==> src/sorted_priority_queue_unit_assert.svh <==
// Assertion macros for the sorted priority queue.
// Used by sorted_priority_queue_unit; expects clk and arst_n in scope.
`ifndef SORTED_PRIORITY_QUEUE_UNIT_ASSERT_SVH
`define SORTED_PRIORITY_QUEUE_UNIT_ASSERT_SVH

// Same-cycle implication, checked out of reset.
`define SPQ_ASSERT_NOW(lbl, ante, cons, msg) \
	lbl: assert property (@(posedge clk) disable iff (!arst_n) (ante) |-> (cons)) \
		else $error(msg);

// Next-cycle implication, checked out of reset.
`define SPQ_ASSERT_NEXT(lbl, ante, cons, msg) \
	lbl: assert property (@(posedge clk) disable iff (!arst_n) (ante) |=> (cons)) \
		else $error(msg);

`endif

==> src/spq_pkg.sv <==
// Shared types and constants for the sorted priority queue.
// No dependencies.
`default_nettype none

package spq_pkg;

	localparam int VALUE_W  = 32;
	localparam int STATUS_W = 2;

	typedef enum logic [1:0] {
		CMD_INSERT = 2'd0,
		CMD_PEEK   = 2'd1,
		CMD_POP    = 2'd2,
		CMD_CLEAR  = 2'd3
	} cmd_e_t;

	typedef enum logic [STATUS_W-1:0] {
		ST_OK    = 2'd0,
		ST_EMPTY = 2'd1,
		ST_FULL  = 2'd2
	} status_e_t;

	// Broadcast control from the top level to every cell.
	typedef struct packed {
		logic insert;
		logic pop;
	} cell_ctl_t;

endpackage

`default_nettype wire

==> src/spq_if.sv <==
// Valid/ready channel interface for commands.
// Depends on spq_pkg.
`default_nettype none

interface spq_cmd_if
	import spq_pkg::*;
();
	logic                      valid;
	logic                      ready;
	cmd_e_t                    command;
	logic signed [VALUE_W-1:0] new_value;

	modport source (output valid, output command, output new_value, input ready);
	modport sink   (input valid, input command, input new_value, output ready);
endinterface

`default_nettype wire

==> src/spq_rsp_if.sv <==
// Response channel interface; the count width follows the queue depth.
// Depends on spq_pkg.
`default_nettype none

interface spq_rsp_if
	import spq_pkg::*;
#(
	parameter int CNT_W = 5
) ();
	logic                      valid;
	logic                      ready;
	logic signed [VALUE_W-1:0] front_value;
	logic                      value_valid;
	status_e_t                 status;
	logic [CNT_W-1:0]          entry_count;

	modport source (output valid, output front_value, output value_valid, output status,
		output entry_count, input ready);
	modport sink   (input valid, input front_value, input value_valid, input status,
		input entry_count, output ready);
endinterface

`default_nettype wire

==> src/spq_cell.sv <==
// One slot of the sorted chain: holds a value and shifts with its neighbours.
// Depends on spq_pkg.
`default_nettype none

module spq_cell
	import spq_pkg::*;
(
	input  wire logic                      clk,
	input  wire cell_ctl_t                 ctl,
	input  wire logic signed [VALUE_W-1:0] new_value,
	input  wire logic                      occupied,
	input  wire logic                      at_end,
	input  wire logic                      left_gt,
	input  wire logic signed [VALUE_W-1:0] left_value,
	input  wire logic signed [VALUE_W-1:0] right_value,
	output logic                           gt,
	output logic signed [VALUE_W-1:0]      value
);

	logic signed [VALUE_W-1:0] value_q;

	// Strictly greater keeps equal entries ahead of the new one.
	assign gt    = occupied && (value_q > new_value);
	assign value = value_q;

	always_ff @(posedge clk) begin
		priority if (ctl.insert) begin
			priority if (left_gt) begin
				value_q <= left_value;
			end else if (gt || at_end) begin
				value_q <= new_value;
			end else begin
				value_q <= value_q;
			end
		end else if (ctl.pop) begin
			value_q <= right_value;
		end else begin
			value_q <= value_q;
		end
	end

endmodule

`default_nettype wire

==> src/sorted_priority_queue_unit.sv <==
// Channel  | Dir | Payload
// cmd      | in  | command, new_value
// rsp      | out | front_value, value_valid, status, entry_count
//
// One command per cycle unless a held response stalls it: every cell compares
// with the new value in parallel, so the whole insert/pop shift happens in the
// accepting cycle. Response registered at transfer; a held response still
// lets the next command in when rsp.ready is high in the same cycle.
// Reset clears the count and response valid; slot contents stay unknown.
// Depends on spq_pkg, spq_cmd_if, spq_rsp_if, spq_cell and the assertion header.
`default_nettype none
`include "sorted_priority_queue_unit_assert.svh"

module sorted_priority_queue_unit
	import spq_pkg::*;
#(
	parameter int QUEUE_DEPTH = 16
) (
	input  wire logic  clk,
	input  wire logic  arst_n,
	spq_cmd_if.sink    cmd,
	spq_rsp_if.source  rsp
);

	localparam int CNT_W = $clog2(QUEUE_DEPTH + 1);
	localparam logic [CNT_W-1:0] DEPTH_C = CNT_W'(QUEUE_DEPTH);

	logic [CNT_W-1:0]          count_q;
	logic [CNT_W-1:0]          count_nxt;
	logic                      rsp_valid_q;
	logic signed [VALUE_W-1:0] front_q;
	logic                      value_valid_q;
	status_e_t                 status_q;

	logic                      accept;
	logic                      empty;
	logic                      full;
	cell_ctl_t                 ctl;
	logic signed [VALUE_W-1:0] front_nxt;
	logic                      value_valid_nxt;
	status_e_t                 status_nxt;

	logic signed [VALUE_W-1:0] values [QUEUE_DEPTH];
	logic                      gts    [QUEUE_DEPTH];

	assign cmd.ready = !rsp_valid_q || rsp.ready;
	assign accept    = cmd.valid && cmd.ready;
	assign empty     = (count_q == '0);
	assign full      = (count_q == DEPTH_C);

	always_comb begin
		ctl             = '0;
		count_nxt       = count_q;
		front_nxt       = '0;
		value_valid_nxt = 1'b0;
		status_nxt      = ST_OK;
		unique case (cmd.command)
			CMD_INSERT: begin
				if (full) begin
					status_nxt = ST_FULL;
				end else begin
					ctl.insert = accept;
					count_nxt  = count_q + 1'b1;
				end
			end
			CMD_PEEK: begin
				if (empty) begin
					status_nxt = ST_EMPTY;
				end else begin
					front_nxt       = values[0];
					value_valid_nxt = 1'b1;
				end
			end
			CMD_POP: begin
				if (empty) begin
					status_nxt = ST_EMPTY;
				end else begin
					front_nxt       = values[0];
					value_valid_nxt = 1'b1;
					ctl.pop         = accept;
					count_nxt       = count_q - 1'b1;
				end
			end
			CMD_CLEAR: begin
				count_nxt = '0;
			end
			default: begin
				count_nxt = count_q;
			end
		endcase
	end

	for (genvar i = 0; i < QUEUE_DEPTH; i++) begin : g_cell
		logic                      left_gt;
		logic signed [VALUE_W-1:0] left_value;
		logic signed [VALUE_W-1:0] right_value;

		if (i == 0) begin : g_head
			assign left_gt    = 1'b0;
			assign left_value = values[0];
		end else begin : g_body
			assign left_gt    = gts[i-1];
			assign left_value = values[i-1];
		end

		if (i == QUEUE_DEPTH - 1) begin : g_tail
			assign right_value = values[i];
		end else begin : g_inner
			assign right_value = values[i+1];
		end

		spq_cell u_cell (
			.clk         (clk),
			.ctl         (ctl),
			.new_value   (cmd.new_value),
			.occupied    (CNT_W'(i) < count_q),
			.at_end      (CNT_W'(i) == count_q),
			.left_gt     (left_gt),
			.left_value  (left_value),
			.right_value (right_value),
			.gt          (gts[i]),
			.value       (values[i])
		);
	end

	always_ff @(posedge clk or negedge arst_n) begin
		if (!arst_n) begin
			count_q     <= '0;
			rsp_valid_q <= 1'b0;
		end else begin
			if (accept) begin
				count_q <= count_nxt;
			end
			if (accept) begin
				rsp_valid_q <= 1'b1;
			end else if (rsp.ready) begin
				rsp_valid_q <= 1'b0;
			end
		end
	end

	always_ff @(posedge clk) begin
		if (accept) begin
			front_q       <= front_nxt;
			value_valid_q <= value_valid_nxt;
			status_q      <= status_nxt;
		end
	end

	assign rsp.valid       = rsp_valid_q;
	assign rsp.front_value = front_q;
	assign rsp.value_valid = value_valid_q;
	assign rsp.status      = status_q;
	assign rsp.entry_count = count_q;

	`SPQ_ASSERT_NOW(a_count_bound, 1'b1, count_q <= DEPTH_C, "count above depth")
	`SPQ_ASSERT_NOW(a_full_status, rsp_valid_q && status_q == ST_FULL,
		count_q == DEPTH_C, "full status with room left")
	`SPQ_ASSERT_NOW(a_empty_status, rsp_valid_q && status_q == ST_EMPTY,
		count_q == '0, "empty status with entries held")
	`SPQ_ASSERT_NOW(a_valid_ok, rsp_valid_q && value_valid_q,
		status_q == ST_OK, "value flagged valid on an error")
	`SPQ_ASSERT_NEXT(a_pop_count, accept && cmd.command == CMD_POP && !empty,
		count_q == $past(count_q) - 1'b1, "pop did not drop count")

endmodule

`default_nettype wire
==> src/flat_wrapper.sv <==
// flat-port wrapper written by rule: the top's interface ports become plain ports
module sorted_priority_queue_unit_flat import spq_pkg::*;
#(
	parameter int QUEUE_DEPTH = 16
)
  (clk, arst_n, cmd_valid, cmd_command, cmd_new_value, cmd_ready, rsp_valid, rsp_front_value, rsp_value_valid, rsp_status, rsp_entry_count, rsp_ready);
  spq_cmd_if cmd_i ();
  spq_rsp_if rsp_i ();
  input  wire logic clk;
  input  wire logic arst_n;
  input wire logic [$bits(cmd_i.valid)-1:0] cmd_valid;
  input wire logic [$bits(cmd_i.command)-1:0] cmd_command;
  input wire logic [$bits(cmd_i.new_value)-1:0] cmd_new_value;
  output wire logic [$bits(cmd_i.ready)-1:0] cmd_ready;
  output wire logic [$bits(rsp_i.valid)-1:0] rsp_valid;
  output wire logic [$bits(rsp_i.front_value)-1:0] rsp_front_value;
  output wire logic [$bits(rsp_i.value_valid)-1:0] rsp_value_valid;
  output wire logic [$bits(rsp_i.status)-1:0] rsp_status;
  output wire logic [$bits(rsp_i.entry_count)-1:0] rsp_entry_count;
  input wire logic [$bits(rsp_i.ready)-1:0] rsp_ready;
  assign cmd_i.valid = cmd_valid;
  assign cmd_i.command = cmd_command;
  assign cmd_i.new_value = cmd_new_value;
  assign cmd_ready = cmd_i.ready;
  assign rsp_valid = rsp_i.valid;
  assign rsp_front_value = rsp_i.front_value;
  assign rsp_value_valid = rsp_i.value_valid;
  assign rsp_status = rsp_i.status;
  assign rsp_entry_count = rsp_i.entry_count;
  assign rsp_i.ready = rsp_ready;
  sorted_priority_queue_unit #(.QUEUE_DEPTH(QUEUE_DEPTH)) u_core (.clk(clk), .arst_n(arst_n), .cmd(cmd_i), .rsp(rsp_i));
endmodule
==> config.mk <==
export PLATFORM = sky130hd
export DESIGN_NAME = sorted_priority_queue_unit_flat
export DESIGN_NICKNAME = d
export VERILOG_FILES = /design/src/spq_pkg.sv /design/src/spq_if.sv /design/src/spq_rsp_if.sv /design/src/spq_cell.sv /design/src/sorted_priority_queue_unit.sv /design/src/flat_wrapper.sv
export VERILOG_INCLUDE_DIRS = /design/src /design/src/src
export SDC_FILE = /design/constraint.sdc
export NUM_CORES = 2
export LEC_CHECK = 0
export BUFFER_PORTS_ARGS = -buffer_cell sky130_fd_sc_hd__buf_2
export CAP_MARGIN = 5
export CORE_MARGIN = 3
export CORE_UTILIZATION = 57
export CTS_CLUSTER_DIAMETER = 100
export DETAILED_ROUTE_END_ITERATION = 10
export GPL_TIMING_DRIVEN = 0
export PLACE_DENSITY = 0.84
export REMOVE_ABC_BUFFERS = 1
export SKIP_LAST_GASP = 1
export SLEW_MARGIN = 0
export SYNTH_ARGS = -nofsm -noshare
export SYNTH_HDL_FRONTEND = slang
export SYNTH_HIERARCHICAL = 1
export SYNTH_SLANG_ARGS = --single-unit
==> constraint.sdc <==
create_clock -name clk -period 7.5 [get_ports clk]
set_input_delay 0.375 -clock clk [delete_from_list [all_inputs] [get_ports clk]]
set_output_delay 0.375 -clock clk [all_outputs]
set_load 0.05 [all_outputs]
==> flow_summary.toml <==
[clock_network]
cts_buffer_depth = 3
htreeDepth = 2
clock_latency_ns = 0.64
cts_root_buffer = "clkbuf_16"
cts.clk_slew.worst_paths_ns = 0.06
numCtsBuffers = 60
cts_tree = "yes"
ctsResizeCount = 0
numClockSinks = 553

[placed_design]
dp_cells = 5276
dp_hpwl_um = 76400
dpl-instance-area_um2 = 44100
port_buffers = 79
gp_congestion = 0.897

[critical_path]
r2r_start = "u_core/rsp.valid"
cp.required_ns = 7.88
reg2reg_depth = 15
cp_top_family = "buffers and inverters"
rrSetupSlack_ns = 2.37
cp.buffers_inverters = 9
worst_setup_path_start_kind = "flip-flop"
crit_type = "flip-flop to flip-flop"
reg2reg_to = "u_core/g_cell[15].u_cell/value[15]"
crit_path_max_incr_delay_ns = 0.74
endpoint_kind = "flip-flop"
arrival_ns = 5.51
cp_cell_sequence = "nor2b_1 -> inv_1 -> and2_2 -> nand2_1 -> a31oi_4 -> buf_12 -> buf_12 -> buf_12 -> buf_16 -> buf_16 -> buf_12 -> buf_16 -> nor3b_1 -> a31oi_4 -> buf_16"
critPathSlowestCell = "a31oi_4"
critPathMaxFanout = 40

[layout]
syn_to_final_growth_pct = 11.2
multi_input_comb_area_um2 = 22300
fin_nets = 4949
fin_util = 0.642
n_fill_cell = 5408
drive_gt1_frac = 0.0642
seqCellArea_um2 = 16600
fin_cells = 5393
fin_area_um2 = 46000

[power_and_ir_drop]
p_per_area_nw_per_um2 = 223
p_sw_frac = 0.338
vdd_ir_drop_max_v = 0.000178
p_comb_frac = 0.319
leakagePower_nw = 20.4
p_seq_frac = 0.398
power.internal_mw = 6.78
p_switching_mw = 3.47
clockPowerShare = 0.283

[yosys]
synth_area_um2 = 41400
syn_area_per_cell_um2 = 9.47
synthCells = 4369
synth_warnings = 6

[sta]
tightest_slew_ns = 1.26
worst_hold_slack_ns = 0.120
max_freq_ghz = 0.195
setup_viol = 0
period_share = 0.684
setup_tns_ns = 0
fin_crit_ns = 5.13
slew_viol_final = 0
fin_skew_ns = 0.0199
hold_viol = 0
relSlewSlack = 0.160
rsz0062_at_grt = "no"

[routing]
post_drt_wl_per_cell_um = 19.1
drc = 0
dr.first_iter.drc_count = 3379
final_antenna_net_count = 0
avgViaCountPerCell = 6.17
first_pass_iters = 7
drt_wl_total_um = 103000
num_vias = 33300

[global_routing]
overflow = 0
grt_max_degree = 45
grt.total_usage = 0.266
antenna_found_initial = 3
grt_pass1_wl_um = 166000
grt_pass1_vias = 32600

[floorplan]
start_util = 0.577
core_um2 = 71700
rows = 98
die_h_um = 275
io_pins = 80
die_w_um = 275
die-area_um2 = 75900

[worst_hold_path]
hp-class = "input pin to asynchronous set/reset pin"

[status]
outcome = "finished clean"

[flow_run]
cap_violations = 0
[layer usage]
| metal | vias up | wire [um] | global-route usage |
|---|---|---|---|
| met1 | 15700 | 42700 | 0.344 |
| met3 | 301 | 7010 | 0.0356 |
| met2 | 1415 | 48600 | 0.447 |
| li1 | 15800 | - | - |
| met5 | - | 0 | 0 |
| met4 | 0 | 4560 | 0.117 |
[registers in the layout, indices dropped and copies added, names as in the netlist]
| signal | count |
|---|---|
| u_core/rsp.value_valid | 1 |
| u_core/rsp.front_value | 32 |
| u_core/g_cell.u_cell/value | 512 |
| u_core/rsp.entry_count | 5 |
| u_core/rsp.status | 2 |
| u_core/rsp.valid | 1 |
[timing repair]
item,in CTS,in global routing
endpoints found under the hold margin,7,0
buffers inserted,0,0
hold buffers,2,0
[layout make-up]
type                            count  share of cell area
Antenna cell                        4            0.000218
Clock buffer                       79              0.0355
Clock inverter                     32             0.00527
Inverter                          555              0.0453
Multi-Input combinational cell   3076               0.484
Sequential cell                   553               0.360
Tap cell                          950              0.0258
Timing Repair Buffer              144              0.0437
[per-stage QoR]
stage               power (mW)  setup WS (ns)
global placement          7.78         -54.49
detailed placement        7.31           2.40
global route              10.7           1.99
floorplan                 6.86         -38.22
CTS                       10.2           2.36
finish                    10.2           2.37
[power by group through the flow]
stage / sequential (mW) / combinational [mW] / clock (mW)
after floorplan: 4.20 / 2.66 / 0
after global placement: 4.21 / 3.56 / 0
after detailed placement: 4.13 / 3.18 / 0
after CTS: 4.06 / 3.21 / 2.94
after global routing: 4.10 / 3.54 / 3.05
final: 4.07 / 3.27 / 2.90
[cell usage in the layout (no fill, tap or decap), drive strengths merged, types with 55 or more instances in the layout]
cell	n
edfxtp	547
nor2	603
nand2	125
buf	142
mux2i	513
nand3	67
o21ai	55
inv	555
clkbuf	79
nand4	129
a21oi	741
ha	521
[worst reg2reg max path, delay by kind of cell, from the launching register on]
kind	cells	cell delay [ns]
AND/OR/NAND/NOR	4	1.42
buffers and inverters	9	2.02
AO/OA/AOI/OAI	2	1.04
flip-flops	1	0.37
[how the worst max path moves through the flow]
stage                               from                                 end  depth (start not counted)
2_1_floorplan  u_core/rsp.entry_count[4]    u_core/g_cell[0].u_cell/value[0]                          3
3_3_place_gp   u_core/rsp.entry_count[4]  u_core/g_cell[15].u_cell/value[22]                          3
3_5_place_dp            u_core/rsp.valid   u_core/g_cell[15].u_cell/value[6]                         15
4_1_cts                 u_core/rsp.valid  u_core/g_cell[15].u_cell/value[15]                         15
5_1_grt                 u_core/rsp.valid   u_core/g_cell[15].u_cell/value[1]                         15
6_report                u_core/rsp.valid  u_core/g_cell[15].u_cell/value[15]                         15
(Power assumes the default switching activity.)
